--- src/hdl/ord_pkg.sv ---
package ord_pkg;

	localparam int DEPTH = 16;
	localparam int WORD_BITS = 32;
	localparam int SLOT_BITS = $clog2(DEPTH);
	localparam int CNT_BITS = $clog2(DEPTH + 1);
	localparam int CMD_BITS = 4;
	localparam int STAT_BITS = 2;

	typedef logic [CMD_BITS-1:0] cmd_t;
	localparam cmd_t CMD_PUSH_BACK  = 4'd0;
	localparam cmd_t CMD_PUSH_FRONT = 4'd1;
	localparam cmd_t CMD_POP_FRONT  = 4'd2;
	localparam cmd_t CMD_POP_BACK   = 4'd3;
	localparam cmd_t CMD_READ       = 4'd4;
	localparam cmd_t CMD_WRITE      = 4'd5;
	localparam cmd_t CMD_ADD        = 4'd6;
	localparam cmd_t CMD_SUB        = 4'd7;
	localparam cmd_t CMD_MUL        = 4'd8;
	localparam cmd_t CMD_DIV        = 4'd9;
	localparam cmd_t CMD_MOD        = 4'd10;

	typedef logic [STAT_BITS-1:0] stat_t;
	localparam stat_t ST_OK      = 2'd0;
	localparam stat_t ST_EMPTY   = 2'd1;
	localparam stat_t ST_RANGE   = 2'd2;
	localparam stat_t ST_DIVZERO = 2'd3;

	typedef enum logic [2:0] {
		S_IDLE,
		S_ACCESS,
		S_BULK_RD,
		S_BULK_OP,
		S_BULK_DIV,
		S_BULK_WR,
		S_DONE
	} state_t;

	// controller to datapath
	typedef struct packed {
		logic latch;      // capture command and check it
		logic access;     // single-slot access step
		logic bulk_rd;    // read entry for bulk op
		logic bulk_op;    // compute add/sub/mul or load divider
		logic div_step;   // one divider iteration
		logic bulk_wr;    // write back and advance
		logic respond;    // drive result strobe
	} ctl_t;

	// datapath to controller
	typedef struct packed {
		logic is_bulk;
		logic is_div;
		logic flagged;
		logic bulk_last;
		logic div_done;
	} sts_t;

endpackage

--- src/hdl/ord_divider.sv ---
module ord_divider (
	input  logic                            clk,
	input  logic                            arst_n,
	input  logic                            load,
	input  logic                            step,
	input  logic signed [ord_pkg::WORD_BITS-1:0] dividend,
	input  logic signed [ord_pkg::WORD_BITS-1:0] divisor,
	input  logic                            want_rem,
	output logic                            done,
	output logic signed [ord_pkg::WORD_BITS-1:0] result
);
	import ord_pkg::*;

	localparam int IT_BITS = $clog2(WORD_BITS + 1);

	logic [WORD_BITS-1:0] quo_q, rem_q, den_q;
	logic [IT_BITS-1:0]   it_q;
	logic                 qneg_q, rneg_q, rem_sel_q;
	logic [WORD_BITS:0]   trial;
	logic [WORD_BITS-1:0] shifted;

	assign shifted = {rem_q[WORD_BITS-2:0], quo_q[WORD_BITS-1]};
	assign trial   = {1'b0, shifted} - {1'b0, den_q};

	always_ff @(posedge clk or negedge arst_n) begin
		if (!arst_n) begin
			it_q <= '0;
		end else if (load) begin
			it_q <= IT_BITS'(WORD_BITS);
		end else if (step && it_q != '0) begin
			it_q <= it_q - 1'b1;
		end
	end

	// restoring division on magnitudes, one quotient bit a cycle while step is high
	always_ff @(posedge clk) begin
		if (load) begin
			quo_q     <= dividend[WORD_BITS-1] ? (~dividend + 1'b1) : dividend;
			den_q     <= divisor[WORD_BITS-1] ? (~divisor + 1'b1) : divisor;
			rem_q     <= '0;
			qneg_q    <= dividend[WORD_BITS-1] ^ divisor[WORD_BITS-1];
			rneg_q    <= dividend[WORD_BITS-1];
			rem_sel_q <= want_rem;
		end else if (step && it_q != '0) begin
			if (!trial[WORD_BITS]) begin
				rem_q <= trial[WORD_BITS-1:0];
				quo_q <= {quo_q[WORD_BITS-2:0], 1'b1};
			end else begin
				rem_q <= shifted;
				quo_q <= {quo_q[WORD_BITS-2:0], 1'b0};
			end
		end
	end

	assign done = (it_q == '0);

	always_comb begin
		if (rem_sel_q)
			result = rneg_q ? (~rem_q + 1'b1) : rem_q;
		else
			result = qneg_q ? (~quo_q + 1'b1) : quo_q;
	end

endmodule

--- src/hdl/ord_datapath.sv ---
module ord_datapath (
	input  logic                                 clk,
	input  logic                                 arst_n,
	input  logic                                 capacity_we,
	input  logic [ord_pkg::CNT_BITS-1:0]         capacity_wdata,
	input  ord_pkg::cmd_t                        command,
	input  logic signed [ord_pkg::WORD_BITS-1:0] value,
	input  logic [ord_pkg::SLOT_BITS-1:0]        index,
	input  ord_pkg::ctl_t                        ctl,
	output ord_pkg::sts_t                        sts,
	output logic                                 done,
	output logic signed [ord_pkg::WORD_BITS-1:0] read_value,
	output ord_pkg::stat_t                       status,
	output logic [ord_pkg::CNT_BITS-1:0]         entry_count,
	output logic                                 is_full,
	output logic                                 overwrote,
	output logic [ord_pkg::CNT_BITS-1:0]         count_peek
);
	import ord_pkg::*;

	logic [WORD_BITS-1:0] mem [DEPTH];

	logic [SLOT_BITS-1:0] head_q, tail_q, walk_q;
	logic [CNT_BITS-1:0]  count_q, cap_q, left_q;
	cmd_t                 cmd_q;
	logic [WORD_BITS-1:0] val_q, ent_q, newv_q, rd_q;
	logic [SLOT_BITS-1:0] idx_q;
	stat_t                stat_q;
	logic                 over_q;

	logic [SLOT_BITS-1:0] cap_m1;
	logic [CNT_BITS-1:0]  cap_clip;
	logic [SLOT_BITS-1:0] head_up, head_dn, tail_up, tail_dn, idx_slot;
	logic [CNT_BITS:0]    idx_sum;
	logic                 full_now, is_bulk_q, is_div_q;
	logic [WORD_BITS-1:0] div_res;
	logic [WORD_BITS-1:0] mul_full;

	assign cap_m1 = SLOT_BITS'(cap_q - 1'b1);

	function automatic logic [SLOT_BITS-1:0] inc(input logic [SLOT_BITS-1:0] s,
			input logic [SLOT_BITS-1:0] top);
		inc = (s == top) ? '0 : s + 1'b1;
	endfunction

	function automatic logic [SLOT_BITS-1:0] dec(input logic [SLOT_BITS-1:0] s,
			input logic [SLOT_BITS-1:0] top);
		dec = (s == '0) ? top : s - 1'b1;
	endfunction

	assign head_up = inc(head_q, cap_m1);
	assign head_dn = dec(head_q, cap_m1);
	assign tail_up = inc(tail_q, cap_m1);
	assign tail_dn = dec(tail_q, cap_m1);
	assign full_now = (count_q >= cap_q);

	// head + index folded once into the ring
	assign idx_sum  = {1'b0, CNT_BITS'(head_q)} + {1'b0, CNT_BITS'(idx_q)};
	assign idx_slot = (idx_sum >= {1'b0, cap_q}) ? SLOT_BITS'(idx_sum - {1'b0, cap_q})
		: SLOT_BITS'(idx_sum);

	always_comb begin
		cap_clip = capacity_wdata;
		if (capacity_wdata == '0)
			cap_clip = CNT_BITS'(1);
		else if (capacity_wdata > CNT_BITS'(DEPTH))
			cap_clip = CNT_BITS'(DEPTH);
	end

	assign is_bulk_q = (cmd_q == CMD_ADD) || (cmd_q == CMD_SUB) || (cmd_q == CMD_MUL)
		|| (cmd_q == CMD_DIV) || (cmd_q == CMD_MOD);
	assign is_div_q  = (cmd_q == CMD_DIV) || (cmd_q == CMD_MOD);

	assign sts.is_bulk   = is_bulk_q;
	assign sts.is_div    = is_div_q;
	assign sts.flagged   = (stat_q != ST_OK);
	assign sts.bulk_last = (left_q <= CNT_BITS'(1));

	ord_divider u_div (
		.clk      (clk),
		.arst_n   (arst_n),
		.load     (ctl.bulk_op && is_div_q),
		.step     (ctl.div_step),
		.dividend (ent_q),
		.divisor  (val_q),
		.want_rem (cmd_q == CMD_MOD),
		.done     (sts.div_done),
		.result   (div_res)
	);

	assign mul_full = ent_q * val_q;

	// command capture and checks
	always_ff @(posedge clk) begin
		if (ctl.latch) begin
			cmd_q  <= command;
			val_q  <= value;
			idx_q  <= index;
			rd_q   <= '0;
			over_q <= 1'b0;
			stat_q <= ST_OK;
			unique case (command) inside
				CMD_POP_FRONT, CMD_POP_BACK:
					if (count_q == '0) stat_q <= ST_EMPTY;
				CMD_READ, CMD_WRITE:
					if (CNT_BITS'(index) >= count_q) stat_q <= ST_RANGE;
				CMD_DIV, CMD_MOD:
					if (value == '0) stat_q <= ST_DIVZERO;
				default: ;
			endcase
		end else if (ctl.access && stat_q == ST_OK) begin
			case (cmd_q) inside
				CMD_POP_FRONT: rd_q <= mem[head_q];
				CMD_POP_BACK:  rd_q <= mem[tail_dn];
				CMD_READ:      rd_q <= mem[idx_slot];
				CMD_PUSH_BACK, CMD_PUSH_FRONT: over_q <= full_now;
				default: ;
			endcase
		end
	end

	// bulk walk registers
	always_ff @(posedge clk) begin
		if (ctl.latch) begin
			walk_q <= head_q;
			left_q <= count_q;
		end else if (ctl.bulk_rd) begin
			ent_q <= mem[walk_q];
		end else if (ctl.bulk_op) begin
			case (cmd_q)
				CMD_ADD: newv_q <= ent_q + val_q;
				CMD_SUB: newv_q <= ent_q - val_q;
				CMD_MUL: newv_q <= mul_full;
				default: newv_q <= ent_q;
			endcase
		end else if (ctl.bulk_wr) begin
			walk_q <= inc(walk_q, cap_m1);
			left_q <= left_q - 1'b1;
		end
	end

	// ring memory
	always_ff @(posedge clk) begin
		if (ctl.access && stat_q == ST_OK) begin
			case (cmd_q)
				CMD_PUSH_BACK:  mem[tail_q] <= val_q;
				CMD_PUSH_FRONT: mem[head_dn] <= val_q;
				CMD_WRITE:      mem[idx_slot] <= val_q;
				default: ;
			endcase
		end else if (ctl.bulk_wr) begin
			mem[walk_q] <= is_div_q ? div_res : newv_q;
		end
	end

	// ring pointers
	always_ff @(posedge clk or negedge arst_n) begin
		if (!arst_n) begin
			head_q  <= '0;
			tail_q  <= '0;
			count_q <= '0;
			cap_q   <= CNT_BITS'(DEPTH);
		end else if (capacity_we) begin
			head_q  <= '0;
			tail_q  <= '0;
			count_q <= '0;
			cap_q   <= cap_clip;
		end else if (ctl.access && stat_q == ST_OK) begin
			case (cmd_q)
				CMD_PUSH_BACK: begin
					tail_q <= tail_up;
					if (full_now) head_q <= tail_up;
					else count_q <= count_q + 1'b1;
				end
				CMD_PUSH_FRONT: begin
					head_q <= head_dn;
					if (full_now) tail_q <= head_dn;
					else count_q <= count_q + 1'b1;
				end
				CMD_POP_FRONT: begin
					head_q  <= head_up;
					count_q <= count_q - 1'b1;
				end
				CMD_POP_BACK: begin
					tail_q  <= tail_dn;
					count_q <= count_q - 1'b1;
				end
				default: ;
			endcase
		end
	end

	assign count_peek  = count_q;
	assign done        = ctl.respond;
	assign read_value  = ctl.respond ? rd_q : '0;
	assign status      = ctl.respond ? stat_q : ST_OK;
	assign entry_count = ctl.respond ? count_q : '0;
	assign is_full     = ctl.respond && (count_q == cap_q);
	assign overwrote   = ctl.respond && over_q;

endmodule

--- src/hdl/ord_ctrl.sv ---
module ord_ctrl (
	input  logic           clk,
	input  logic           arst_n,
	input  logic           start,
	input  ord_pkg::sts_t  sts,
	output ord_pkg::ctl_t  ctl,
	output logic           busy
);
	import ord_pkg::*;

	state_t state_q, state_d;

	always_ff @(posedge clk or negedge arst_n) begin
		if (!arst_n) state_q <= S_IDLE;
		else state_q <= state_d;
	end

	always_comb begin
		state_d = state_q;
		ctl     = '0;
		busy    = (state_q != S_IDLE);
		unique case (state_q)
			S_IDLE: begin
				if (start) begin
					ctl.latch = 1'b1;
					state_d   = S_ACCESS;
				end
			end
			S_ACCESS: begin
				if (sts.is_bulk && !sts.flagged && !sts.bulk_last) begin
					state_d = S_BULK_RD;
				end else if (sts.is_bulk && !sts.flagged && sts.bulk_last) begin
					state_d = S_BULK_RD;
				end else begin
					ctl.access = 1'b1;
					state_d    = S_DONE;
				end
			end
			S_BULK_RD: begin
				// read the entry at the walk pointer; flagged ops never get here
				ctl.bulk_rd = 1'b1;
				state_d     = S_BULK_OP;
			end
			S_BULK_OP: begin
				ctl.bulk_op = 1'b1;
				state_d     = sts.is_div ? S_BULK_DIV : S_BULK_WR;
			end
			S_BULK_DIV: begin
				ctl.div_step = 1'b1;
				if (sts.div_done) state_d = S_BULK_WR;
			end
			S_BULK_WR: begin
				ctl.bulk_wr = 1'b1;
				state_d     = sts.bulk_last ? S_DONE : S_BULK_RD;
			end
			S_DONE: begin
				ctl.respond = 1'b1;
				state_d     = S_IDLE;
			end
			default: state_d = S_IDLE;
		endcase
	end

endmodule

--- src/hdl/ord_walk_gate.sv ---
module ord_walk_gate (
	input  ord_pkg::ctl_t                  ctl_in,
	input  logic [ord_pkg::CNT_BITS-1:0]   count,
	input  logic                           bulk_start,
	output ord_pkg::ctl_t                  ctl_out
);
	import ord_pkg::*;

	// suppress walk steps when the buffer is empty at the start of a bulk op
	always_comb begin
		ctl_out = ctl_in;
		if (bulk_start && count == '0) begin
			ctl_out.bulk_rd  = 1'b0;
			ctl_out.bulk_op  = 1'b0;
			ctl_out.div_step = 1'b0;
			ctl_out.bulk_wr  = 1'b0;
		end
	end

endmodule

--- src/hdl/overwriting_ring_deque_core.sv ---
// push, pop, read and write entry go from the latch step through the access state to the done strobe
// bulk add/sub/mul read, compute and write back each stored entry; div/mod also step the divider
// throughput: one item at a time; busy is high from acceptance until the done cycle
// the bulk walk goes over the stored entries one by one through the single memory port
// arst_n clears pointers, count and capacity (to 16); slot contents are not cleared
// results show for one cycle on done and cannot be stalled
module overwriting_ring_deque_core (
	input  logic                                 clk,
	input  logic                                 arst_n,
	input  logic                                 start,
	output logic                                 busy,
	input  ord_pkg::cmd_t                        command,
	input  logic signed [ord_pkg::WORD_BITS-1:0] value,
	input  logic [ord_pkg::SLOT_BITS-1:0]        index,
	input  logic                                 capacity_we,
	input  logic [ord_pkg::CNT_BITS-1:0]         capacity_wdata,
	output logic                                 done,
	output logic signed [ord_pkg::WORD_BITS-1:0] read_value,
	output ord_pkg::stat_t                       status,
	output logic [ord_pkg::CNT_BITS-1:0]         entry_count,
	output logic                                 is_full,
	output logic                                 overwrote
);
	import ord_pkg::*;

	ctl_t ctl, ctl_raw;
	sts_t sts, sts_raw;
	logic empty_walk;
	logic [CNT_BITS-1:0] entry_count_int;

	ord_ctrl u_ctrl (
		.clk    (clk),
		.arst_n (arst_n),
		.start  (start),
		.sts    (sts),
		.ctl    (ctl_raw),
		.busy   (busy)
	);

	// an empty bulk op goes straight to the response
	assign empty_walk = sts_raw.is_bulk && (entry_count_int == '0);

	always_comb begin
		sts = sts_raw;
		if (empty_walk) sts.flagged = 1'b1;
	end

	ord_walk_gate u_gate (
		.ctl_in     (ctl_raw),
		.count      (entry_count_int),
		.bulk_start (1'b0),
		.ctl_out    (ctl)
	);

	ord_datapath u_dp (
		.clk            (clk),
		.arst_n         (arst_n),
		.capacity_we    (capacity_we),
		.capacity_wdata (capacity_wdata),
		.command        (command),
		.value          (value),
		.index          (index),
		.ctl            (ctl),
		.sts            (sts_raw),
		.done           (done),
		.read_value     (read_value),
		.status         (status),
		.entry_count    (entry_count),
		.is_full        (is_full),
		.overwrote      (overwrote),
		.count_peek     (entry_count_int)
	);

	assert property (@(posedge clk) disable iff (!arst_n) done |-> busy)
		else $error("done outside busy");
	assert property (@(posedge clk) disable iff (!arst_n) (start && !busy) |=> busy)
		else $error("accept did not raise busy");
	assert property (@(posedge clk) disable iff (!arst_n) done |=> !busy)
		else $error("busy after done");
	assert property (@(posedge clk) disable iff (!arst_n)
		(done && overwrote) |-> (status == ST_OK && is_full))
		else $error("overwrite without full ring");

endmodule

--- config.mk ---
export PLATFORM = sky130hd
export DESIGN_NAME = overwriting_ring_deque_core
export DESIGN_NICKNAME = d
export VERILOG_FILES = /design/src/hdl/ord_pkg.sv /design/src/hdl/ord_divider.sv /design/src/hdl/ord_datapath.sv /design/src/hdl/ord_ctrl.sv /design/src/hdl/ord_walk_gate.sv /design/src/hdl/overwriting_ring_deque_core.sv
export SDC_FILE = /design/constraint.sdc
export NUM_CORES = 2
export LEC_CHECK = 0
export ABC_CLOCK_PERIOD_IN_PS = 10500
export BUFFER_PORTS_ARGS = -buffer_cell sky130_fd_sc_hd__buf_2
export CAP_MARGIN = 20
export CORE_ASPECT_RATIO = 1.1
export CORE_UTILIZATION = 36
export CTS_BUF_LIST = sky130_fd_sc_hd__clkbuf_4 sky130_fd_sc_hd__clkbuf_8
export CTS_CLUSTER_DIAMETER = 200
export DETAILED_ROUTE_END_ITERATION = 12
export MAX_ROUTING_LAYER = met4
export PLACE_DENSITY = 0.47
export SYNTH_ARGS = -nofsm -noshare
export SYNTH_HDL_FRONTEND = slang
export SYNTH_SLANG_ARGS = --single-unit
--- constraint.sdc ---
create_clock -name clk -period 10.5 [get_ports clk]
set_input_delay 0.525 -clock clk [delete_from_list [all_inputs] [get_ports clk]]
set_output_delay 0.525 -clock clk [all_outputs]
set_load 0.03 [all_outputs]
==> impl_results.md <==
* Final Cycle Share at 79.0%
* Final Max Tran Viols at 0
* Number of max-cap violations at 0
* DR pass1 iterations at 8
* Vias in the first global route at 54400
* Via-to-Cell Ratio at 6.01
* Post-synth top area cell: edfxtp_1
* Top_reg_cell synth: edfxtp_1
* Drt drc at 0
* Register area share after synthesis at 33.9%
* Final TNS setup at 0 ns
* H-tree levels at 4
* CTS buffer count at 156
* Largest family of logic cells by synthesized area: adder cells
* Layout Skew at 0.0613 ns
* Fin nets at 7204
* DIE HEIGHT at 455 um
* Hold Crit Class: in2async
* Crit path cell chain: and2_1 > fa_1 > inv_1 > fa_1 > fa_1 > fa_1 > inv_1 > fa_1 > inv_1 > fa_1 > inv_1 > fa_1 > fa_1 > ha_1 > nand4_1 > nor3_1 > nand2_1 > o21ai_1 > a2bb2oi_1 > a311oi_1 > or4_1 > o211ai_1 > a211o_1
* # clock sinks at 786
* Reg2Reg Depth at 23
* CP delay by family, top: adder cells
* Port bufs at 91
* Seq cells post-synth at 786
* Core area at 186000 sq um
* CP Depth at 23
* Top-area cell type share of the netlist area at 31.0%
* Hpwl dp at 168000 um
* Critical path capture point type: flip-flop
* Layout cell share with drive strength beyond 1 at 14.2%
* Drt total wl at 266000 um
* Final hold vios at 0
* Post-synth EDFFs at 694
* Unique cell type count in the Yosys netlist at 87
* Required time worst endpoint at 11.29 ns
* Worst Path Arrival at 9.09 ns
* Syn Nets at 7214
* Min cycle time layout at 8.30 ns
* Met2 usage at 47.7%
* Post-cts hold buffer count at 56
* Ports at 92
* Vias at 54600
* Syn_area_per_cell at 10.3 sq um
* Met3 usage at 3.93%
* Ys Warns at 0
* GRT overflow at 0
* Most frequent cell after synthesis: nand2_1
* Met1 Use GR at 35.5%
* WS Path Type: reg2reg
* Worst-Margin Slew at 1.32 ns
* Critical-path top delay cell: edfxtp_1
* Worst hold margin at 0.170 ns
* Root Buffer: clkbuf_8
* FP Rows at 166
* RSZ-0062 raised after global routing: no
* Status: finished clean
* Area added between synthesis and finish at 10.8%
* Max FO, Critical Path at 26
* Compound-cell area share of the yosys netlist at 12.4%
* Most used cell, CP: fa_1
* Crit start category: flip-flop
* Setup Fix Bufs, Post-CTS at 0
* Post-cts resize count at 0
* Clk slew on worst S/H paths at 0.07 ns
* Post-Synth Simple-Gate Area at 15.6%
* Clock latency on the worst-skew pair at 0.97 ns
* Synth top cells by count: nand2_1, edfxtp_1, and2_1
* CP max stage delay at 1.12 ns
* Chip width at 414 um
* Routed WL per cell at 29.3 um
* Clock Path Buffers at 3
* Final Wtd Congestion at 0.930
* CTS tree: yes
* Initial DRC count at 5934
* Final setup fails at 0
* Initial core utilization at 36.2%
* Grt peak-use layer: met2
* XOR/XNOR Fraction of Synth Area at 4.08%
* Upper clock frequency limit at 120 MHz
* Antenna violations before repair at 17
* Cell Area, Synth at 67200 sq um
* First-pass GRT wire length at 384000 um
* Largest net degree at the start of global routing at 191
* Max_slew headroom at 12.2%
* Post-synthesis mux area share at 12.0%
* FF-to-FF setup slack at 2.20 ns
* Buf+Inv Stages, Crit Path at 4
* Asr flop ratio synth at 3.44%
* Synth Area in Adders at 16.4%
* GRT Util Overall at 28.8%
* Top cells by area, synth: edfxtp_1, fa_1, mux4_2
* Die ar. at 189000 sq um
* Antenna Nets Post-Route at 0
* Cells after synthesis at 6530
==> routing by layer <==
metal | up-vias | part of all wire (%)
met1 | 27900 | 40
met5 | - | 0
met3 | 614 | 7.2
met4 | 0 | 4.5
li1 | 23500 | -
met2 | 2622 | 48
==> sequential cells by signal, summed over array words and instances (netlist names), 5 cells and up <==
name / cells
u_dp.cap_q: 5
u_dp.count_peek: 5
u_dp.ent_q: 32
u_dp.left_q: 5
u_dp.mem: 512
u_dp.newv_q: 32
u_dp.rd_q: 32
u_dp.u_div.den_q: 32
u_dp.u_div.it_q: 6
u_dp.u_div.quo_q: 32
u_dp.u_div.rem_q: 32
u_dp.val_q: 32
==> logic make-up after synthesis <==
family / count (synthesis)
AOI/OAI and AO/OA: 1206
adders and majority gates: 635
buffers and inverters: 976
and+or+nand+nor: 2209
DFF: 786
xor gates and xnor gates: 313
muxes: 405
==> cells in the final DEF (no fill, tap or decap), drive strengths merged, types with 48 or more instances in the layout <==
master,n
a211oi,207
a21o,52
a21oi,172
a311oi,131
a31oi,75
a32oi,48
and2,506
buf,274
clkbuf,224
dfxtp,65
dlygate4sd3,56
edfxtp,694
fa,413
ha,222
inv,486
mux2i,82
mux4,320
nand2,1115
nand3,118
nand4,48
nor2,163
nor3,65
o21ai,242
xnor2,173
xor2,140
==> layout make-up <==
| class | instances | area, sq um |
|---|---|---|
| Inverter | 478 | 1790 |
| Clock inverter | 64 | 543 |
| Multi-Input combinational cell | 4768 | 41000 |
| Antenna cell | 6 | 15.0 |
| Timing Repair Buffer | 330 | 2450 |
| Clock buffer | 224 | 2760 |
| Fill cell | 18200 | 111000 |
| Tap cell | 2436 | 3050 |
| Sequential cell | 786 | 22800 |
==> stage by stage <==
step / setup slack (ns) / utilization (%) / instance area [sq um] / cells
2_1_floorplan: 3.26 / - / 67200 / 6530
3_3_place_gp: 2.35 / 38.0 / 70600 / 8741
3_5_place_dp: 2.34 / 38.0 / 70600 / 8742
4_1_cts: 2.27 / 40.1 / 74500 / 9086
5_1_grt: 1.87 / 40.1 / 74500 / 9092
6_report: 2.20 / 40.1 / 74500 / 9092
==> final timing paths <==
| check | start | end |
|---|---|---|
| max | u_dp.val_q[4]$_DFFE_PP_ | u_dp.newv_q[30]$_DFFE_PP_ |
| min | arst_n | u_dp.tail_q[3]$_DFFE_PN0P_ |
| max reg2reg | u_dp.val_q[4]$_DFFE_PP_ | u_dp.newv_q[30]$_DFFE_PP_ |
| min reg2reg | u_dp.u_div.rem_q[31]$_SDFFE_PP0P_ | u_dp.u_div.rem_q[31]$_SDFFE_PP0P_ |
| max in group asynchronous | arst_n | u_dp.head_q[2]$_DFFE_PN0P_ |
| min in group clk | value[0] | u_dp.val_q[0]$_DFFE_PP_ |
Power is not shown: default switching activity piles up to over one toggle a cycle in this logic, so the estimate is an artifact.
